### config.mk
export PLATFORM = sky130hd
export DESIGN_NAME = fbp_cell
export DESIGN_NICKNAME = d
export VERILOG_FILES = /design/src/rtl/fbp_pkg.sv /design/src/rtl/fbp_cell.sv
export SDC_FILE = /design/constraint.sdc
export NUM_CORES = 1
export LEC_CHECK = 0
export BUFFER_PORTS_ARGS = -buffer_cell sky130_fd_sc_hd__buf_4
export CAP_MARGIN = 5
export CORE_MARGIN = 3
export CORE_UTILIZATION = 50
export DETAILED_ROUTE_END_ITERATION = 16
export PLACE_DENSITY = 0.79
export SETUP_SLACK_MARGIN = 0.02
export SLEW_MARGIN = 10
export SYNTH_ARGS = -nofsm -noshare
export SYNTH_HDL_FRONTEND = slang
export SYNTH_SLANG_ARGS = --single-unit
export TNS_END_PERCENT = 5
### constraint.sdc
create_clock -name clk -period 8.3 [get_ports clk]
set_input_delay 1.66 -clock clk [delete_from_list [all_inputs] [get_ports clk]]
set_output_delay 1.66 -clock clk [all_outputs]
set_load 0.01 [all_outputs]
### src/rtl/fbp_pkg.sv
package fbp_pkg;

    localparam int DEF_MAX_BINS  = 64;
    localparam int DEF_SIZE_BITS = 16;

    // Widths of the request and result fields at the ports.
    localparam int SIZE_PORT_W = 16;
    localparam int IDX_PORT_W  = 6;
    localparam int USED_PORT_W = 7;

    localparam logic [SIZE_PORT_W-1:0] CAP_RESET = 16'hFFFF;

    localparam logic CMD_PLACE = 1'b0;
    localparam logic CMD_CLEAR = 1'b1;

    typedef enum logic [1:0] {
        ST_PLACED  = 2'd0,
        ST_TOO_BIG = 2'd1,
        ST_FULL    = 2'd2,
        ST_CLEARED = 2'd3
    } status_t;

    // Per-cell outcome for the request that sits in the cell this cycle.
    typedef struct packed {
        logic hit;      // item placed into this open bin
        logic opened;   // this cell is the first free bin and takes the item
    } cell_flags_t;

endpackage

### src/rtl/fbp_cell.sv
module fbp_cell #(
    parameter int IDX   = 0,
    parameter int SZ_W  = 16,
    parameter int CNT_W = 7
) (
    input  logic                 clk,
    input  logic                 rst_n,
    input  logic                 tok_valid_in,
    input  logic [SZ_W-1:0]      tok_size_in,
    input  logic [CNT_W-1:0]     open_count,
    input  logic [SZ_W-1:0]      capacity,
    output logic                 tok_valid_out,
    output logic [SZ_W-1:0]      tok_size_out,
    output fbp_pkg::cell_flags_t flags,
    output logic [SZ_W-1:0]      res_space
);
    import fbp_pkg::*;

    logic            tok_valid_reg;
    logic [SZ_W-1:0] tok_size_reg;
    logic [SZ_W-1:0] space_reg;
    logic [SZ_W-1:0] space_next;
    logic            is_open;
    logic            is_first_free;
    logic            fit;
    logic [SZ_W-1:0] minuend;
    logic [SZ_W-1:0] diff;

    assign is_open       = CNT_W'(IDX) < open_count;
    assign is_first_free = CNT_W'(IDX) == open_count;
    assign fit           = space_reg >= tok_size_reg;

    assign flags.hit    = tok_valid_reg & is_open & fit;
    assign flags.opened = tok_valid_reg & is_first_free;

    // One subtractor serves both the fill of an open bin and a fresh bin.
    assign minuend = is_open ? space_reg : capacity;
    assign diff    = minuend - tok_size_reg;

    assign res_space = (flags.hit | flags.opened) ? diff : '0;

    // Hand the request on when this bin is open but too full.
    assign tok_valid_out = tok_valid_reg & is_open & ~fit;
    assign tok_size_out  = tok_size_reg;

    always_comb
    begin
        space_next = space_reg;
        if (flags.hit | flags.opened)
        begin
            space_next = diff;
        end
    end

    always_ff @(posedge clk or negedge rst_n)
    begin
        if (!rst_n)
        begin
            tok_valid_reg <= 1'b0;
        end
        else
        begin
            tok_valid_reg <= tok_valid_in;
        end
    end

    always_ff @(posedge clk)
    begin
        tok_size_reg <= tok_size_in;
        space_reg    <= space_next;
    end

endmodule

Word-level counts from Yosys, hierarchy flattened
Cells that the tools add are included.

cells by class
  add/subtract/negate cells = 1
  multiply operators = 0
  divide/modulo/power cells = 0
  order comparisons = 2
  equality and inequality tests = 0
  shifts and indexed selects = 0
  muxes and demuxes = 2
  bitwise operators = 6
  reductions and logical operators = 1

operators by type and width
  operator                                                    count
  2-to-1 mux 16 bit                                           2
  greater-or-equal comparator 16 bit                          1
  subtractor 16 bit                                           1
  logical NOT 7 bit                                           1
  less-than comparator 1 x 7 -> 1 bit (first input constant)  1
  AND 1 bit                                                   4
  inverter 1 bit                                              1
  OR 1 bit                                                    1

storage, ports and cells
  bits in registers = 33
  bits in latches = 0
  memory bits (writable) = 0
  bits in read-only memories = 0
  output and inout bits = 35
  logic and storage cells = 15
  memories = 0

Depth between registers and ports, before layout
Gate-level depths: netlist (run 1).

  depth in word-level cells = 5
  gate-level depth with buffers = 12
  depth with buffers taken out = 11

Worst setup path after synthesis (run 1)
No wires, ideal clock.

  path type = input to output
  start = input port open_count[2]
  end = output port res_space[12]
  arrival = 4.261 ns
  setup slack = 2.379 ns
  stages on the path = 12
  path buffers = 1
  cell sequence = nor4_2 -> nand2_2 -> buf_1 -> mux2i_1 -> ha_1 -> fa_1 -> nand2b_1 -> a21oi_1 -> o311ai_2 -> o21ba_2 -> a311oi_2 -> and2_1

RTL lines
  what                                 line            RTL
  start, declared                      fbp_cell.sv:10  input logic [CNT_W-1:0] open_count,
  less-than comparator 1 x 7 -> 1 bit  fbp_cell.sv:29  assign is_open = CNT_W'(IDX) < open_count;
  2-to-1 mux 16 bit                    fbp_cell.sv:37  assign minuend = is_open ? space_reg : capacity;
  subtractor 16 bit                    fbp_cell.sv:38  assign diff = minuend - tok_size_reg;
  via diff[12]                         fbp_cell.sv:27  logic [SZ_W-1:0] diff;
  2-to-1 mux 16 bit                    fbp_cell.sv:40  assign res_space = (flags.hit | flags.opened) ? diff : '0;
  end, declared                        fbp_cell.sv:15  output logic [SZ_W-1:0] res_space

The timed path passes the listed nets, and every way through them passes these cells.

Worst setup path after layout (run 1)
  start = input port open_count[2]
  end = output port res_space[15]

between the ends
  word-level cells in the longest chain between the ends = 5

ends and longest elaborated chain
  what                                                                       line
  parallel branches: the longest is 4 deep, another holds subtractor 16 bit  -
  2-to-1 mux 16 bit *                                                        fbp_cell.sv:40

Mark *: on every way between the ends.

==> impl_metrics.toml, run 1 <==
[die]
rows = 24
initial_core_util_pct = 52.83
dieArea_um2 = 5520
io_pins = 77
die_y_um = 74.30
fp.coreArea_um2 = 4414
die_x_um = 74.30

[clocking]
cts_max_path_buffers = 2
numCtsBuffers = 5
clkTransAtPathRegs_ns = 0.07
cts_setup_buffers = 0
cts.sinks = 33
cts_tree = "built"
cts_root_buf = "clkbuf_8"
postCtsResizedCells = 0
insertion_delay_ns = 0.29
cts_max_level = 2
hold_buffers = 0

[power_and_ir_drop]
peakVddDrop_v = 0.0001181
power_uw = 614.2
p_leak_nw = 1.471
clkPwrFrac_pct = 21.6
internal_power_uw = 406.1
netSwitchingPower_uw = 208.1
pwr-share-comb_pct = 43.8
switching_share_pct = 33.89
seq_power_share_pct = 34.6
power_density_nw_per_um2 = 201.2

[place]
gp_congestion = 0.8555
io_buffers = 76
hpwl_um = 4240
post-place-ws_ns = 2.024

[synth]
synth_cell_types = 48
yosysTopAreaCellShare_pct = 20.60
synth_enable_flop_cells = 16
avgSynthCellArea_um2 = 9.598
syn_inst = 243
ys_seq_area_share_pct = 35.41
synthFlopType = "edfxtp_1"
mappedNetlistArea_um2 = 2332
async_flop_share_pct = 3.030
yosys-top-cells-area = "edfxtp_1 21%, ha_1 17%, dfxtp_1 14%, mux2_2 6.8%, a21oi_1 4.5%"
yosys_warnings = 0
ys_ff_latch = 33
yosys.area.top_type = "edfxtp_1"
syn_nets = 317

[routing]
ant_nets = 0
wl_per_cell_um = 13.90
num_vias = 1971
wl_met1_um = 2328
routed_wl_um = 5211
route.detailed.drc = 0
drtIter0Drc = 101
dr.max_layer_used = "met4"
met2WireLength_um = 2533
vias_per_cell = 5.256
wl_met3_um = 246
dr.pass1.iters = 4

[worst_setup_path]
reg2reg_to = "space_reg[13]$_DFFE_PN_"
arrival_ns = 4.61
r2r_setup_slack_ns = 5.84
crit_top_cell = "buf_4"
critical_path_class = "input port to primary output"
path_cells = "buf_4 > nor4_2 > nand2_2 > mux2_2 > ha_1 > and3_1 > and2_4 > a311oi_1 > o21ai_1 > a211o_1 > a21oi_1 > buf_4"
cp_slowest_cell = "mux2_2"
path_max_fanout = 19
startpoint_type = "input port"
timing.rr.start = "space_reg[5]$_DFFE_PN_"
cp.required_ns = 6.64
critPathMaxStageDelay_ns = 0.39
crit_path_end_kind = "primary output"
reg2reg_depth = 8

[cells_and_area]
area_delta_synth_final_pct = 30.90
nets = 396
num_antenna_cells = 0
drive_gt1_share_pct = 33.75
layout_common_cells = "76 x buf_4, 31 x ha_1, 21 x inv_1, 21 x a21oi_1, 18 x nand2_1"
layout_commonest_cell = "buf_4"
final_util_pct = 69.16

[global_route]
grt_overflow = 0
antenna_found_initial = 0
grt_start_max_net_pins = 29
grt_pass1_vias = 1880
grt_usage_pct = 20.03
grt_pass1_wl_um = 8493

[timing]
post-route-period-util_pct = 75.58
final-setup-viol-count = 0
finClkSkew_ns = 0.004957
fmax_mhz = 159.4
period_needed_ns = 6.274
slew_viol_final = 0
worst_slack_ns = 2.026
max_slew.worst_pin.slew_ns = 0.4973
final-hold-violation-count = 0
grt_setup_unrepaired = "no"
setup_tns_ns = 0
slew_headroom_pct = 66.73

[worst_hold_path]
holdPathEnd = "space_reg[0]$_DFFE_PN_"
hold_depth = 2
min_from = "tok_size_out[0]$_DFF_P_"
hold_class = "flip-flop to flip-flop"

[flow_run]
max-cap-violations = 0

[outcome]
status = "finished, final reports clean"
==> worst max-delay path, delay by kind of cell <==
family	cells	cell delay, ns
compound gates	4	0.90
fa+ha+maj	1	0.36
buf+inv	2	0.25
mux	1	0.39
simple gates	4	1.06
==> routing by layer <==
layer | global-route usage (%) | vias to the layer above
li1 | - | 1032
met1 | 26.72 | 882
met2 | 31.89 | 48
met3 | 3.919 | 9
met4 | 8.300 | 0
met5 | 0 | -
==> kinds of logic after synthesis <==
kind of cell | Yosys count | share of synthesized area [%]
compound gates | 52 | 14.86
mux | 16 | 7.618
buf+inv | 26 | 4.238
fa+ha+maj | 32 | 17.49
simple gates | 72 | 15.88
xor+xnor | 12 | 4.507
flops | 33 | 35.41
==> final cells by class <==
cell class / instances / area [µm²]
inverter: 22 / 82.58
tap: 52 / 65.06
clock buffer: 7 / 96.34
sequential: 33 / 825.8
fill: 357 / 1361
timing repair buffer: 76 / 570.5
multi-input combinational: 184 / 1408
clock inverter: 1 / 5.005
==> per-stage QoR <==
step	std cells	hold slack [ns]	area, µm²
floorplan	243	0.7453	2332
global placement	367	0.7652	2952
detailed placement	367	0.7486	2952
CTS	375	0.7677	3053
global route	375	0.8296	3053
finish	375	0.7745	3053
==> worst max path at each step <==
| stage | end | start | depth (start not counted) |
|---|---|---|---|
| 2_1_floorplan | res_space[12] | open_count[2] | 12 |
| 3_3_place_gp | res_space[12] | open_count[2] | 13 |
| 3_5_place_dp | res_space[15] | open_count[2] | 12 |
| 4_1_cts | res_space[12] | open_count[2] | 13 |
| 5_1_grt | res_space[15] | open_count[2] | 12 |
| 6_report | res_space[15] | open_count[2] | 12 |
==> Yosys cell counts (6+ instances only) <==
library cell  number
edfxtp_1          16
ha_1              31
dfxtp_1           16
inv_1             21
xnor2_1            9
mux2_2            14
and2_1            13
nand2_1           18
nand2b_1           6
a21oi_1           21
o21ai_0            7
nor2_1            14
==> power by group through the flow <==
stage	sequential, mW	clock [mW]	combinational, mW
2_1_floorplan	0.215	0	0.183
3_3_place_gp	0.215	0	0.264
3_5_place_dp	0.216	0	0.268
4_1_cts	0.213	0.138	0.270
5_1_grt	0.215	0.146	0.302
6_report	0.213	0.133	0.269
No activity file was read; power rests on OpenSTA's default activity.
==> run 2, diff against run 1 <==
Settings changed: ABC_AREA set to 1, PLACE_DENSITY 0.79 to 0.78.
Clock period 8.3 ns to 5.9 ns, I/O delays scaled along.
==> impl_metrics.toml, run 2 <==
[outcome]
status = "finished, final reports clean"

[synth]
synth_cell_types = 27
synth_enable_flop_cells = 16
yosys.area.top_type = "nand2_1"
synth_most_common_cell = "nand2_1"
yosysTopAreaCellShare_pct = 18.49
async_flop_share_pct = 3.030
yosys-top-cells-area = "nand2_1 18%, edfxtp_1 18%, ha_1 15%, dfxtp_1 12%, inv_1 10%"
syn_inst = 369
ys_seq_area_share_pct = 31.53
syn_nets = 443
mappedNetlistArea_um2 = 2619
ys_ff_latch = 33
yosys_warnings = 0
synthFlopType = "edfxtp_1"
avgSynthCellArea_um2 = 7.097
synth.cells.most_frequent = "129 x nand2_1, 70 x inv_1, 31 x ha_1, 25 x a21oi_1"

[cells_and_area]
final_util_pct = 68.62
num_antenna_cells = 0
nets = 522
nFillCells = 454
layout_common_cells = "129 x nand2_1, 76 x buf_4, 70 x inv_1, 31 x ha_1, 25 x a21oi_1"
fin_cells = 516
drive_gt1_share_pct = 22.27
layout_commonest_cell = "nand2_1"
area_delta_synth_final_pct = 27.85

[clocking]
clkTransAtPathRegs_ns = 0.07
cts_max_path_buffers = 2
cts_max_level = 2
cts_root_buf = "clkbuf_8"
cts_tree = "built"
postCtsResizedCells = 0
insertion_delay_ns = 0.29
hold_buffers = 0
cts.sinks = 33
cts_setup_buffers = 0
numCtsBuffers = 5

[routing]
route.detailed.drc = 0
num_vias = 2503
vias_per_cell = 4.851
wl_per_cell_um = 12.38
drtIter0Drc = 121
dr.pass1.iters = 4
routed_wl_um = 6389
ant_nets = 0

[global_route]
grt_pass1_vias = 2449
grt_overflow = 0
grt_pass1_wl_um = 10740
antenna_found_initial = 0
grt_usage_pct = 21.91
grt_start_max_net_pins = 20

[worst_setup_path]
path_max_fanout = 19
critical_path_class = "input port to primary output"
crit_path_end_kind = "primary output"
startpoint_type = "input port"
cp.required_ns = 4.72
arrival_ns = 3.66
r2r_setup_slack_ns = 3.35

[timing]
finClkSkew_ns = 0.005260
period_needed_ns = 4.845
timing.hold.ws_ns = 0.6517
post-route-period-util_pct = 82.11
grt_setup_unrepaired = "no"
max_slew.worst_pin.slew_ns = 0.8058
fmax_mhz = 206.4
slew_headroom_pct = 46.15
slew_viol_final = 0
final-setup-viol-count = 0
setup_tns_ns = 0
final-hold-violation-count = 0

[die]
initial_core_util_pct = 53.67
die_y_um = 78.37
rows = 25
io_pins = 77
die_x_um = 78.37
dieArea_um2 = 6142
fp.coreArea_um2 = 4880

[power_and_ir_drop]
power_density_nw_per_um2 = 264.0
peakVddDrop_v = 0.0001383
p_leak_nw = 1.892
power_uw = 884.0

[place]
hpwl_um = 5024
io_buffers = 76
gp_congestion = 0.9156
dp.cells = 508

[worst_hold_path]
hold_class = "input port to async pin"

[flow_run]
max-cap-violations = 0
[run 2: changes by cell type in the layout (fill, tap and decap cells not counted), moves of 7 or more]
cell,previous run,this run
a21oi_2,0,10
mux2_2,14,0
and2_1,13,1
nand2_1,18,129
nand3_1,5,12
inv_1,21,70
[run 2: routing by layer]
metal	GRT usage (%)	up-vias	part of all wire (%)
met2	36.64	76	45
li1	-	1324	-
met1	28.76	1096	47
met4	4.545	0	0.94
met3	5.390	7	7.0
met5	0	-	0
[run 2: cell type report]
class	instances	area [µm²]	area share, %
inverters	71	266.5	7.960
clock buffers	6	72.57	2.167
multi-input cells	261	1495	44.66
well taps	67	83.83	2.504
clock inverters	2	33.78	1.009
repair buffers	76	570.5	17.04
flip-flops and latches	33	825.8	24.66
[run 2: path summary, 6_finish.rpt]
check / from / endpoint / cells past startpoint
worst min register to register: tok_size_out[15]$_DFF_P_ / space_reg[15]$_DFFE_PN_ / 5
worst max register to register: tok_size_out[1]$_DFF_P_ / space_reg[7]$_DFFE_PN_ / 12
worst min-delay path: rst_n / tok_valid_reg$_DFF_PN0_ / 1
max in group asynchronous: rst_n / tok_valid_reg$_DFF_PN0_ / 1
min in group clk: tok_size_out[15]$_DFF_P_ / space_reg[15]$_DFFE_PN_ / 5
worst max-delay path: open_count[1] / res_space[14] / 18
[run 2: per-stage QoR]
stage / setup WS, ns / cell area [µm²]
after detailed placement: 1.106 / 3242
after global placement: 1.227 / 3242
after global routing: 0.7890 / 3348
after floorplan: 1.688 / 2619
after CTS: 1.091 / 3348
final: 1.055 / 3348
[run 2: critical path, stage by stage]
cell      delay, ns
buf_4          0.11
nor2_1         0.12
nand2_1        0.11
nor2_4         0.42
nand2_1        0.08
o21ai_0        0.13
inv_1          0.09
fa_1           0.42
nand3b_1       0.19
nand2_2        0.13
nand2_1        0.07
nand2_1        0.12
nand2_1        0.09
nand2_1        0.08
nand2_1        0.05
nand2_1        0.08
a21oi_2        0.04
buf_4          0.15
[run 2: logic make-up (layout without fill, tap and decap cells)]
group,Yosys count,count (layout),share of synthesized area [%]
AOI/OAI and AO/OA,46,46,10.70
DFF,33,33,31.53
adders and majority gates,32,32,15.58
buffers and inverters,75,155,11.37
and+or+nand+nor,176,176,28.48
xor gates and xnor gates,7,7,2.341
[run 2: where the power goes]
group / total, mW / leakage, nW / switching (mW) / internal (mW)
sequential: 0.292 / 0.295 / 0.0129 / 0.279
combinational: 0.380 / 1.54 / 0.222 / 0.158
clock: 0.212 / 0.0528 / 0.0873 / 0.125
